File: src/rtl/rtd_pkg.sv
// ----------------------------------------------------------------------------
// RTD converter package
// Shared widths, register indexes, reset values and curve coefficients for
// the PT100 resistance-to-temperature converter.
// ----------------------------------------------------------------------------
package rtd_pkg;

   // Configuration port
   localparam int CSR_INDEX_W = 2;
   localparam int CSR_DATA_W  = 19;

   localparam logic [CSR_INDEX_W-1:0] REG_REF_RESISTANCE    = 2'd0;
   localparam logic [CSR_INDEX_W-1:0] REG_START_TEMPERATURE = 2'd1;
   localparam logic [CSR_INDEX_W-1:0] REG_START_STEP        = 2'd2;
   localparam logic [CSR_INDEX_W-1:0] REG_ITERATION_COUNT   = 2'd3;

   // Field widths
   localparam int RTD_WORD_W = 16;
   localparam int CODE_W     = 15;
   localparam int REF_W      = 16;
   localparam int TEMP_W     = 19;
   localparam int STEP_W     = 18;
   localparam int ITER_W     = 6;
   localparam int RES_W      = 20;

   // Register reset values
   localparam logic [REF_W-1:0]         REF_RESISTANCE_RST    = 16'd6880;
   localparam logic signed [TEMP_W-1:0] START_TEMPERATURE_RST = 19'sd83200;
   localparam logic [STEP_W-1:0]        START_STEP_RST        = 18'd67200;
   localparam logic [ITER_W-1:0]        ITERATION_COUNT_RST   = 6'd20;

   localparam int MAX_ITERATIONS_DEFAULT = 32;

   // Callendar-Van Dusen curve, resistance in units of 2^-40 ohm
   localparam logic [46:0] R0_SCALED = 47'd109951162777600;  // 100 * 2^40
   localparam logic [30:0] KA_COEF   = 31'd1678602068;
   localparam logic [25:0] KB_COEF   = 26'd63496797;
   localparam logic [33:0] KC_COEF   = 34'd7716291493;
   localparam logic [17:0] KC_HI     = KC_COEF[33:16];
   localparam logic [15:0] KC_LO     = KC_COEF[15:0];

   // Cubic term offset: 100 C in 1/256 C
   localparam logic [19:0] T_OFFSET_100C = 20'd25600;

   // Shared multiplier
   localparam int MUL_A_W = 32;
   localparam int MUL_B_W = 26;
   localparam int PROD_W  = MUL_A_W + MUL_B_W;

   // Curve accumulator
   localparam int ACC_W = 56;

endpackage

File: src/rtl/rtd_resistance_to_temperature.sv
// ----------------------------------------------------------------------------
// PT100 resistance-to-temperature converter
// Scales an RTD converter word to resistance and inverts the Callendar-Van
// Dusen curve by bisection on one shared multiplier.
// ----------------------------------------------------------------------------
// An accepted transaction drops the fault bit of rtd_word, multiplies the
// 15-bit code by the reference resistance to get the resistance (1/256 ohm)
// and then runs min(iteration_count, MAX_ITERATIONS) bisection rounds from
// start_temperature with start_step, halving the step each round. Every
// multiplication goes through a single registered 32x26 multiplier under a
// phase counter: a round runs every phase up to PH_KCH and then PH_CMP while
// the trial temperature is at or above 0 C, and all phases through PH_CMP
// below 0 C, where the cubic term is evaluated. req_stall stays high from
// acceptance until the block is idle again, also while ST_DONE waits for a
// free output register. The result sits in an output register, so the next
// transaction is taken while it waits. Configuration writes are always ready
// and must only happen while idle.
// ----------------------------------------------------------------------------
module rtd_resistance_to_temperature #(
   parameter int MAX_ITERATIONS = rtd_pkg::MAX_ITERATIONS_DEFAULT
) (
   input  logic                                clock,
   input  logic                                reset,
   input  logic                                req_valid,
   output logic                                req_stall,
   input  logic                                req_channel_select,
   input  logic [rtd_pkg::RTD_WORD_W-1:0]      req_rtd_word,
   output logic                                rsp_valid,
   input  logic                                rsp_stall,
   output logic                                rsp_channel_tag,
   output logic [rtd_pkg::RES_W-1:0]           rsp_resistance,
   output logic signed [rtd_pkg::TEMP_W-1:0]   rsp_temperature,
   input  logic                                csr_valid,
   output logic                                csr_ready,
   input  logic [rtd_pkg::CSR_INDEX_W-1:0]     csr_index,
   input  logic [rtd_pkg::CSR_DATA_W-1:0]      csr_wdata
);

   localparam int CNT_W = $clog2(MAX_ITERATIONS + 1);

   localparam logic [2:0] ST_IDLE   = 3'd0;
   localparam logic [2:0] ST_LOAD   = 3'd1;
   localparam logic [2:0] ST_TARGET = 3'd2;
   localparam logic [2:0] ST_ROUND  = 3'd3;
   localparam logic [2:0] ST_DONE   = 3'd4;

   // Round phases: each issues a product, consumes the previous one, or both; PH_CMP compares
   localparam logic [3:0] PH_UU   = 4'd0;
   localparam logic [3:0] PH_WW   = 4'd1;
   localparam logic [3:0] PH_KA   = 4'd2;
   localparam logic [3:0] PH_KBH  = 4'd3;
   localparam logic [3:0] PH_KBL  = 4'd4;
   localparam logic [3:0] PH_KCH  = 4'd5;
   localparam logic [3:0] PH_KCL  = 4'd6;
   localparam logic [3:0] PH_PSUM = 4'd7;
   localparam logic [3:0] PH_PH   = 4'd8;
   localparam logic [3:0] PH_PL   = 4'd9;
   localparam logic [3:0] PH_PEND = 4'd10;
   localparam logic [3:0] PH_CMP  = 4'd11;

   localparam logic signed [20:0] T_LO = -21'sd262144;
   localparam logic signed [20:0] T_HI = 21'sd262143;

   // Configuration registers
   logic [rtd_pkg::REF_W-1:0]         ref_resistance_ff;
   logic signed [rtd_pkg::TEMP_W-1:0] start_temperature_ff;
   logic [rtd_pkg::STEP_W-1:0]        start_step_ff;
   logic [rtd_pkg::ITER_W-1:0]        iteration_count_ff;

   // Control
   logic [2:0]       state_ff, state_in;
   logic [3:0]       phase_ff, phase_in;
   logic [CNT_W-1:0] rounds_ff, rounds_in;
   logic             rsp_valid_ff, rsp_valid_in;

   // Datapath
   logic                              chan_ff, chan_in;
   logic [rtd_pkg::CODE_W-1:0]        code_ff, code_in;
   logic [30:0]                       target_ff, target_in;
   logic signed [rtd_pkg::TEMP_W-1:0] t_ff, t_in;
   logic [rtd_pkg::STEP_W-1:0]        step_ff, step_in;
   logic [36:0]                       u_ff, u_in;
   logic [36:0]                       w_ff, w_in;
   logic [rtd_pkg::PROD_W-1:0]        tmp_ff, tmp_in;
   logic signed [rtd_pkg::ACC_W-1:0]  acc_ff, acc_in;
   logic [rtd_pkg::PROD_W-1:0]        prod_ff, prod_in;
   logic                              rsp_tag_ff, rsp_tag_in;
   logic [rtd_pkg::RES_W-1:0]         rsp_res_ff, rsp_res_in;
   logic signed [rtd_pkg::TEMP_W-1:0] rsp_temp_ff, rsp_temp_in;

   logic [rtd_pkg::MUL_A_W-1:0]      mul_a;
   logic [rtd_pkg::MUL_B_W-1:0]      mul_b;
   logic [rtd_pkg::TEMP_W-1:0]       t_mag;
   logic                             t_neg;
   logic [rtd_pkg::ACC_W-1:0]        acc_term;
   logic                             acc_sub;
   logic                             acc_load;
   logic signed [rtd_pkg::ACC_W-1:0] target_scaled;
   logic signed [20:0]               t_sum;
   logic                             out_free;

   assign t_neg         = t_ff[rtd_pkg::TEMP_W-1];
   assign t_mag         = t_neg ? (~t_ff + 1'b1) : t_ff;
   assign target_scaled = signed'({4'd0, target_ff, 21'd0});
   assign out_free      = !rsp_valid_ff || !rsp_stall;
   assign prod_in       = rtd_pkg::PROD_W'(mul_a) * rtd_pkg::PROD_W'(mul_b);

   always_comb begin
      state_in     = state_ff;
      phase_in     = phase_ff;
      rounds_in    = rounds_ff;
      chan_in      = chan_ff;
      code_in      = code_ff;
      target_in    = target_ff;
      t_in         = t_ff;
      step_in      = step_ff;
      u_in         = u_ff;
      w_in         = w_ff;
      tmp_in       = tmp_ff;
      rsp_tag_in   = rsp_tag_ff;
      rsp_res_in   = rsp_res_ff;
      rsp_temp_in  = rsp_temp_ff;
      rsp_valid_in = rsp_valid_ff && rsp_stall;
      mul_a        = '0;
      mul_b        = '0;
      acc_term     = '0;
      acc_sub      = 1'b0;
      acc_load     = 1'b0;
      t_sum        = {{2{t_ff[rtd_pkg::TEMP_W-1]}}, t_ff};

      unique case (state_ff)
         ST_IDLE: begin
            if (req_valid) begin
               chan_in  = req_channel_select;
               code_in  = req_rtd_word[rtd_pkg::RTD_WORD_W-1:1];
               t_in     = start_temperature_ff;
               step_in  = start_step_ff;
               if ({26'd0, iteration_count_ff} > 32'(MAX_ITERATIONS)) begin
                  rounds_in = CNT_W'(MAX_ITERATIONS);
               end else begin
                  rounds_in = CNT_W'(iteration_count_ff);
               end
               state_in = ST_LOAD;
            end
         end
         ST_LOAD: begin
            mul_a    = rtd_pkg::MUL_A_W'(code_ff);
            mul_b    = rtd_pkg::MUL_B_W'(ref_resistance_ff);
            state_in = ST_TARGET;
         end
         ST_TARGET: begin
            target_in = prod_ff[30:0];
            phase_in  = PH_UU;
            state_in  = (rounds_ff == '0) ? ST_DONE : ST_ROUND;
         end
         ST_ROUND: begin
            phase_in = phase_ff + 4'd1;
            unique case (phase_ff)
               PH_UU: begin
                  acc_load = 1'b1;
                  mul_a    = rtd_pkg::MUL_A_W'(t_mag);
                  mul_b    = rtd_pkg::MUL_B_W'(t_mag);
               end
               PH_WW: begin
                  u_in  = prod_ff[36:0];
                  mul_a = rtd_pkg::MUL_A_W'(t_mag) + rtd_pkg::MUL_A_W'(rtd_pkg::T_OFFSET_100C);
                  mul_b = rtd_pkg::MUL_B_W'(t_mag);
               end
               PH_KA: begin
                  w_in  = prod_ff[36:0];
                  mul_a = rtd_pkg::MUL_A_W'(rtd_pkg::KA_COEF);
                  mul_b = rtd_pkg::MUL_B_W'(t_mag);
               end
               PH_KBH: begin
                  // linear term carries the sign of t
                  acc_term = rtd_pkg::ACC_W'(prod_ff[49:0]);
                  acc_sub  = t_neg;
                  mul_a    = rtd_pkg::MUL_A_W'(u_ff[36:18]);
                  mul_b    = rtd_pkg::KB_COEF;
               end
               PH_KBL: begin
                  acc_term = rtd_pkg::ACC_W'({prod_ff[44:0], 2'b00});
                  acc_sub  = 1'b1;
                  mul_a    = rtd_pkg::MUL_A_W'(u_ff[17:0]);
                  mul_b    = rtd_pkg::KB_COEF;
               end
               PH_KCH: begin
                  acc_term = rtd_pkg::ACC_W'(prod_ff[43:16]);
                  acc_sub  = 1'b1;
                  mul_a    = rtd_pkg::MUL_A_W'(w_ff[36:12]);
                  mul_b    = rtd_pkg::MUL_B_W'(rtd_pkg::KC_HI);
                  // skip the cubic term at or above 0 C
                  if (!t_neg) begin
                     phase_in = PH_CMP;
                  end
               end
               PH_KCL: begin
                  tmp_in = {prod_ff[41:0], 16'd0};
                  mul_a  = rtd_pkg::MUL_A_W'(w_ff[36:12]);
                  mul_b  = rtd_pkg::MUL_B_W'(rtd_pkg::KC_LO);
               end
               PH_PSUM: begin
                  tmp_in = tmp_ff + prod_ff;
               end
               PH_PH: begin
                  mul_a = rtd_pkg::MUL_A_W'(u_ff[36:12]);
                  mul_b = rtd_pkg::MUL_B_W'(tmp_ff[57:39]);
               end
               PH_PL: begin
                  acc_term = rtd_pkg::ACC_W'({prod_ff[43:0], 7'd0});
                  acc_sub  = 1'b1;
                  mul_a    = rtd_pkg::MUL_A_W'(u_ff[36:12]);
                  mul_b    = rtd_pkg::MUL_B_W'(tmp_ff[38:20]);
               end
               PH_PEND: begin
                  acc_term = rtd_pkg::ACC_W'(prod_ff[43:12]);
                  acc_sub  = 1'b1;
               end
               PH_CMP: begin
                  if (acc_ff > target_scaled) begin
                     t_sum = {{2{t_ff[rtd_pkg::TEMP_W-1]}}, t_ff} - signed'({3'd0, step_ff});
                  end else if (acc_ff < target_scaled) begin
                     t_sum = {{2{t_ff[rtd_pkg::TEMP_W-1]}}, t_ff} + signed'({3'd0, step_ff});
                  end
                  if (t_sum < T_LO) begin
                     t_in = T_LO[rtd_pkg::TEMP_W-1:0];
                  end else if (t_sum > T_HI) begin
                     t_in = T_HI[rtd_pkg::TEMP_W-1:0];
                  end else begin
                     t_in = t_sum[rtd_pkg::TEMP_W-1:0];
                  end
                  step_in   = step_ff >> 1;
                  rounds_in = rounds_ff - 1'b1;
                  phase_in  = PH_UU;
                  if (rounds_ff == CNT_W'(1)) begin
                     state_in = ST_DONE;
                  end
               end
               default: begin
                  phase_in = PH_UU;
               end
            endcase
         end
         ST_DONE: begin
            // hold until the output register is free
            if (out_free) begin
               rsp_tag_in   = chan_ff;
               rsp_res_in   = target_ff[30:11];
               rsp_temp_in  = t_ff;
               rsp_valid_in = 1'b1;
               state_in     = ST_IDLE;
            end
         end
         default: begin
            state_in = ST_IDLE;
         end
      endcase

      if (acc_load) begin
         acc_in = signed'(rtd_pkg::ACC_W'(rtd_pkg::R0_SCALED));
      end else if (acc_sub) begin
         acc_in = acc_ff - signed'(acc_term);
      end else begin
         acc_in = acc_ff + signed'(acc_term);
      end
   end

   // Control and configuration
   always_ff @(posedge clock) begin
      if (reset) begin
         state_ff             <= ST_IDLE;
         phase_ff             <= PH_UU;
         rounds_ff            <= '0;
         rsp_valid_ff         <= 1'b0;
         ref_resistance_ff    <= rtd_pkg::REF_RESISTANCE_RST;
         start_temperature_ff <= rtd_pkg::START_TEMPERATURE_RST;
         start_step_ff        <= rtd_pkg::START_STEP_RST;
         iteration_count_ff   <= rtd_pkg::ITERATION_COUNT_RST;
      end else begin
         state_ff     <= state_in;
         phase_ff     <= phase_in;
         rounds_ff    <= rounds_in;
         rsp_valid_ff <= rsp_valid_in;
         if (csr_valid) begin
            unique case (csr_index)
               rtd_pkg::REG_REF_RESISTANCE: begin
                  ref_resistance_ff <= csr_wdata[rtd_pkg::REF_W-1:0];
               end
               rtd_pkg::REG_START_TEMPERATURE: begin
                  start_temperature_ff <= signed'(csr_wdata[rtd_pkg::TEMP_W-1:0]);
               end
               rtd_pkg::REG_START_STEP: begin
                  start_step_ff <= csr_wdata[rtd_pkg::STEP_W-1:0];
               end
               rtd_pkg::REG_ITERATION_COUNT: begin
                  iteration_count_ff <= csr_wdata[rtd_pkg::ITER_W-1:0];
               end
               default: begin
               end
            endcase
         end
      end
   end

   // Datapath
   always_ff @(posedge clock) begin
      chan_ff     <= chan_in;
      code_ff     <= code_in;
      target_ff   <= target_in;
      t_ff        <= t_in;
      step_ff     <= step_in;
      u_ff        <= u_in;
      w_ff        <= w_in;
      tmp_ff      <= tmp_in;
      acc_ff      <= acc_in;
      prod_ff     <= prod_in;
      rsp_tag_ff  <= rsp_tag_in;
      rsp_res_ff  <= rsp_res_in;
      rsp_temp_ff <= rsp_temp_in;
   end

   assign req_stall       = (state_ff != ST_IDLE);
   assign rsp_valid       = rsp_valid_ff;
   assign rsp_channel_tag = rsp_tag_ff;
   assign rsp_resistance  = rsp_res_ff;
   assign rsp_temperature = rsp_temp_ff;
   assign csr_ready       = 1'b1;

endmodule

File: config.mk
export PLATFORM = sky130hd
export DESIGN_NAME = rtd_resistance_to_temperature
export DESIGN_NICKNAME = d
export VERILOG_FILES = /design/src/rtl/rtd_pkg.sv /design/src/rtl/rtd_resistance_to_temperature.sv
export SDC_FILE = /design/constraint.sdc
export NUM_CORES = 2
export LEC_CHECK = 0
export ABC_AREA = 1
export ABC_CLOCK_PERIOD_IN_PS = 10200
export BUFFER_PORTS_ARGS = -buffer_cell sky130_fd_sc_hd__buf_2
export CAP_MARGIN = 20
export CORE_MARGIN = 5
export CORE_UTILIZATION = 60
export CTS_CLUSTER_SIZE = 12
export DETAILED_ROUTE_END_ITERATION = 8
export GPL_TIMING_DRIVEN = 0
export PLACE_DENSITY = 0.84
export SYNTH_ARGS = -nofsm -noshare
export SYNTH_HDL_FRONTEND = slang
export SYNTH_SLANG_ARGS = --single-unit
File: constraint.sdc
create_clock -name clock -period 10.2 [get_ports clock]
set_clock_uncertainty 0.05 [all_clocks]
set_input_delay 1.53 -clock clock [delete_from_list [all_inputs] [get_ports clock]]
set_output_delay 1.53 -clock clock [all_outputs]
set_load 0.01 [all_outputs]
### After elaboration in Yosys (flattened, before gate mapping)

Index checks and enable logic that the tools add are counted.

| word-level totals | value |
|---|---|
| output and inout port bits | 43 |
| logic and storage cells | 129 |
| input bits | 43 |
| flip-flop bits (word level) | 443 |

| cells by class | value |
|---|---|
| add/sub/neg operators | 9 |
| order comparisons | 5 |
| $mul | 1 |
| reductions and logical operators | 29 |
| mux-type cells | 40 |
| eq/ne operators | 23 |
| bitwise gates (word level) | 1 |

Operators with widths:

| kind | count |
|---|---|
| one-hot mux 51 bit (5 select lines) | 1 |
| one-hot mux 31 bit (7 select lines) | 1 |
| one-hot mux 26 bit (6 select lines) | 1 |
| one-hot mux 58 bit (2 select lines) | 1 |
| two-way mux 19 bit | 5 |
| two-way mux 21 bit | 4 |
| one-hot mux 31 bit (2 select lines) | 1 |
| adder 58 bit | 1 |
| multiplier 32 x 26 -> 58 bit | 1 |
| adder 56 bit | 1 |
| greater-than comparator 56 x 53 -> 1 bit | 1 |
| < comparator 56 x 53 -> 1 bit | 1 |
| two-way mux 56 bit | 1 |
| subtractor 56 bit | 1 |
| one-hot mux 26 bit (2 select lines) | 1 |
| two-way mux 51 bit | 1 |
| one-hot mux 19 bit (2 select lines) | 1 |
| two-way mux 18 bit | 2 |
| one-hot mux 18 bit (2 select lines) | 1 |
| greater-than comparator 21 x 19 -> 1 bit (second input constant) | 1 |
| < comparator 21 x 19 -> 1 bit (second input constant) | 1 |
| adder 19 x 15 -> 20 bit (second input constant) | 1 |
| adder 19 x 19 -> 20 bit | 1 |
| subtractor 19 x 19 -> 20 bit | 1 |
| other kinds (40) | 76 |

### Logic depth before layout (Yosys ltp)

| depth | value |
|---|---|
| word-level depth | 10 |
| gate-level depth with buffers | 46 |
| mapped depth without buffers | 45 |

### Worst setup path after synthesis

Ideal clock, no wire load.

| timing path | value |
|---|---|
| path type | reg2reg |
| from | reg phase_ff[0] |
| to | reg prod_ff[55] in the netlist's numbering |
| buffers on the path | 2 |
| library setup time | 117 ps |
| clock period less this slack | 8282 ps |
| required time | 10033 ps |
| cell stages (with the launch flop) | 34 |
| arrival time | 8115 ps |
| setup slack | 1918 ps |
| path through | dfxtp_1 > inv_1 > ha_1 > inv_1 > nor2_1 > inv_2 > buf_2 > nor2_1 > inv_1 > clkbuf_1 > nor2_1 > ha_1 > fa_1 > inv_1 > fa_1 > inv_1 > fa_1 > fa_1 > fa_1 > inv_1 > fa_1 > inv_1 > ha_1 > nand2_1 > nor2_1 > nand2_1 > nor4_1 > nand3_1 > nand3_1 > nand2_1 > nand3_1 > nand2_1 > a21oi_1 > nor2_1 |

| between the ends | value |
|---|---|
| cells in the longest elaborated chain, start to end | 5 |
| elaborated cells on any way between the ends | 18 |
| those cells by class | mul: 1; eq/ne: 8; mux: 4; reduce/logical: 5 |

Ends and longest elaborated chain:

| element | line | RTL |
|---|---|---|
| start, declared | rtd_resistance_to_temperature.sv:72 | `logic [3:0] phase_ff, phase_in;` |
| start signal, assigned | rtd_resistance_to_temperature.sv:281 | `phase_ff <= phase_in;` |
| == test 4 x 2 -> 1 bit, or another cell as far along | rtd_resistance_to_temperature.sv:158 | `unique case (phase_ff)` |
| OR reduction 3 bit (no source line) / OR reduction 2 bit (equally long branches) | - |  |
| one-hot mux 26 bit (6 select lines) / one-hot mux 31 bit (7 select lines) (equally long branches) | rtd_resistance_to_temperature.sv:158 |  |
| one-hot mux 26 bit (2 select lines) / one-hot mux 31 bit (2 select lines) (equally long branches) | rtd_resistance_to_temperature.sv:131 | `unique case (state_ff)` |
| multiplier 32 x 26 -> 58 bit * | rtd_resistance_to_temperature.sv:106 | `assign prod_in = rtd_pkg::PROD_W'(mul_a) * rtd_pkg::PROD_W'(mul_b);` |
| via prod_in, one bit | rtd_resistance_to_temperature.sv:86 | `logic [rtd_pkg::PROD_W-1:0] prod_ff, prod_in;` |
| end signal, assigned | rtd_resistance_to_temperature.sv:316 | `prod_ff <= prod_in;` |
| end, declared | rtd_resistance_to_temperature.sv:86 |  |

Mark *: on every way through the listed nets, which the timed path passes. The rest lies on a longest branch.
A chain may end at the register's enable or synchronous reset.

### Worst setup path after layout

| timing path | value |
|---|---|
| from | reg state_ff[1] |
| to | reg prod_ff[55] in the netlist's numbering |

| between the ends | value |
|---|---|
| cells in the longest elaborated chain, start to end | 3 |
| elaborated cells on any way between the ends | 5 |
| those cells by class | mul: 1; eq/ne: 2; mux: 2 |

Ends and longest elaborated chain:

| element | line | RTL |
|---|---|---|
| start, declared | rtd_resistance_to_temperature.sv:71 | `logic [2:0] state_ff, state_in;` |
| start signal, assigned | rtd_resistance_to_temperature.sv:280 | `state_ff <= state_in;` |
| == test 3 x 2 -> 1 bit / == test 3 x 1 -> 1 bit (equally long branches) | rtd_resistance_to_temperature.sv:131 |  |
| one-hot mux 31 bit (2 select lines) / one-hot mux 26 bit (2 select lines) (equally long branches) | rtd_resistance_to_temperature.sv:131 |  |
| multiplier 32 x 26 -> 58 bit * | rtd_resistance_to_temperature.sv:106 |  |
| via prod_in, one bit | rtd_resistance_to_temperature.sv:86 |  |

Marks and branches as above.

==> impl_metrics.ini <==
[clocking]
hold_buffers = 0
cts.htree.levels = 2
cts_root_buffer = clkbuf_16
numCtsBuffers = 50
cts_tree = yes
clock-sinks = 431
clk_pin_slew_ns = 0.06
clkLatencyLatePin_ns = 0.63
cts_max_path_buffers = 3

[detailed_routing]
drc = 0
wl_um = 207000
wire_per_inst_um = 24.9
vias_per_cell = 6.07
antenna_left = 0
drtIter0Drc = 6417
vias = 50461
first_pass_iters = 9

[sta]
setup_violations = 0
relSlewSlack = 0.219
worst_pin_slew_ns = 1.16
hold_slack_ns = 0.408
hold_violations = 0
fmax_mhz = 99.8
period_minus_slack_ns = 10.02
maxSlewViolCount = 0
post-route-period-util = 0.982

[die]
io_pins = 86
die_h_um = 306
fp-row-count = 108
die_width_um = 306
floorplan.initialDensity = 0.604
die-area_um2 = 93400
core_um2 = 86800

[logic_synthesis]
synthArstFlopShare = 0
synth.ff_latch_count = 431
seq_area_frac_synth = 0.211
yosys_most_used_dff = edfxtp_1
syn_nets = 7996
yosysUniqueCellTypes = 62
ys_warn_count = 0
synth_edf_count = 244
netlist_area_um2 = 52400
avgSynthCellArea_um2 = 7.53
synthCells = 6959

[place]
io_buffers = 83
gp_congestion = 1.08
dp_hpwl_um = 171000
dp_cells = 8211

[setup_path]
worstPathRequired_ns = 10.66
cp-start-kind = register
crit_arrival_ns = 10.48
cp_max_fo = 10
crit_slowest_cell = o21ai_1
worst_path_largest_cell_delay_ns = 0.55
cp-end-kind = register
setup.worst_path.class = reg -> reg
critPathMostFrequentCell = fa_1

[outcome]
outcome = complete, no violations

[layout]
finalCoreUtilization = 0.650
fillers = 7704
area_growth_pct = 7.65
drive_gt1_frac = 0.0545
fin_nets = 8151
layout.cells.non_filler = 8316

[hold_path]
worstHoldPathType = reg -> reg

[power]
p_leak_nw = 27.7
irDropWorstVdd_v = 0.000204
p_per_area_nw_per_um2 = 177

[grt]
grt_max_degree = 47
overflow = 0
antenna_found_initial = 4
grt_pass1_vias = 49804
grt_pass1_wl_um = 305000
grt_usage = 0.432

[run]
drv_cap = 0
-- timing repair --
| item | in CTS | in global routing |
|---|---|---|
| buffers inserted | 0 | 6 |
| pin swaps | 0 | 2 |
| setup endpoints to repair | 14 | 26 |
| gates resized for setup | 9 | 29 |
| hold endpoints to repair | 0 | 0 |
-- cells in the final DEF (no fill, tap or decap), drive strengths merged, types with 3 or more instances in the layout --
cell type,n
edfxtp,244
or2,21
buf,193
clkbuf,158
nand2,1457
o211ai,34
xnor2,40
ha,433
diode,6
o21ai,410
nor2,839
bufinv,3
a21oi,377
o21a,17
o2111ai,8
o21bai,41
a21boi,12
dfxtp,187
xor2,114
o31ai,4
a22oi,13
nand3b,6
clkinv,18
nand4,89
o41ai,3
fa,561
a221oi,23
and3,10
nor3,46
nand3,301
a21o,41
inv,1350
nor4,22
a31oi,64
-- critical path: cells and delay by family, from the launching register on --
family | cells | cell delay (ns)
AOI/OAI and AO/OA | 3 | 1.00
and+or+nand+nor | 12 | 2.16
adders and majority gates | 8 | 3.85
buffers and inverters | 11 | 2.49
DFF | 1 | 0.30
-- cell families after synthesis --
kind of cell,after synthesis,synth area share
xor gates and xnor gates,154,0.0259
AOI/OAI and AO/OA,1056,0.115
buffers and inverters,1529,0.112
and+or+nand+nor,2794,0.218
other,1,0.0000715
DFF,431,0.211
adders and majority gates,994,0.318
-- sequential cells by signal (all words and copies together) (netlist names), 15 cells and up --
name and cells:
acc_ff 56, code_ff 15, prod_ff 58, ref_resistance_ff 16, rsp_resistance 20, rsp_temperature 19
start_step_ff 18, start_temperature_ff 19, step_ff 18, t_ff 19, target_ff 31, tmp_ff 58
u_ff 37, w_ff 25
-- synth_stat cells (all sizes together), types with 23 or more instances --
| master | n | area, um^2 |
|---|---|---|
| nand2 | 1457 | 5490 |
| inv | 1345 | 5050 |
| nor2 | 839 | 3220 |
| fa | 561 | 11200 |
| ha | 433 | 5420 |
| o21ai | 410 | 2120 |
| a21oi | 377 | 1900 |
| nand3 | 301 | 1520 |
| edfxtp | 244 | 7330 |
| dfxtp | 187 | 3740 |
| xor2 | 114 | 1010 |
| buf | 93 | 494 |
| nand4 | 89 | 557 |
| clkbuf | 82 | 308 |
| a31oi | 64 | 400 |
| nor3 | 46 | 230 |
| a21o | 41 | 308 |
| o21bai | 41 | 315 |
| xnor2 | 40 | 350 |
| o211ai | 34 | 260 |
| a221oi | 23 | 214 |
-- routing by layer --
metal / vias up / GRT usage / wire length [um]
li1: 22389 / - / -
met1: 23832 / 0.535 / 74200
met2: 3354 / 0.675 / 90400
met3: 886 / 0.104 / 24900
met4: 0 / 0.286 / 17900
met5: - / 0 / 0
-- area by class of cell --
class                   count  area [um^2]  share of cell area
multi-input cells        4999        35600               0.631
flip-flops and latches    431        11100               0.196
inverters                1354         5080              0.0901
clock buffers              74         1520              0.0269
well taps                1155         1450              0.0256
plain buffers             175          817              0.0145
repair buffers            103          674              0.0120
clock inverters            19          198             0.00350
diodes                      6         15.0            0.000266
-- path summary, 6_finish.rpt --
path / startpoint / to / slack [ns] / cells after the start
min: chan_ff / rsp_channel_tag / 0.41 / 0
min reg2reg: chan_ff / rsp_channel_tag / 0.41 / 0
max: state_ff[1] / prod_ff[55] / 0.18 / 34
max reg2reg: state_ff[1] / prod_ff[55] / 0.18 / 34
-- power by group --
| group | leakage (nW) | internal, mW | switching (mW) |
|---|---|---|---|
| clock | 0.842 | 1.12 | 0.815 |
| sequential | 3.73 | 2.19 | 0.429 |
| combinational | 23.1 | 1.61 | 3.86 |
-- metrics by stage --
step           setup slack [ns]  instance area, um^2  setup TNS (ns)  power (mW)
6_report                  0.183                56400               0        10.0
5_1_grt                 -0.0106                56400         -0.0106        10.5
4_1_cts                  0.0185                56300               0        9.72
3_5_place_dp             -0.597                54500           -2.56        7.77
3_3_place_gp              -1.18                54300          -12.00        7.65
2_1_floorplan              1.92                52400               0        5.77
Note: power is estimated with default switching activity, not from simulation.
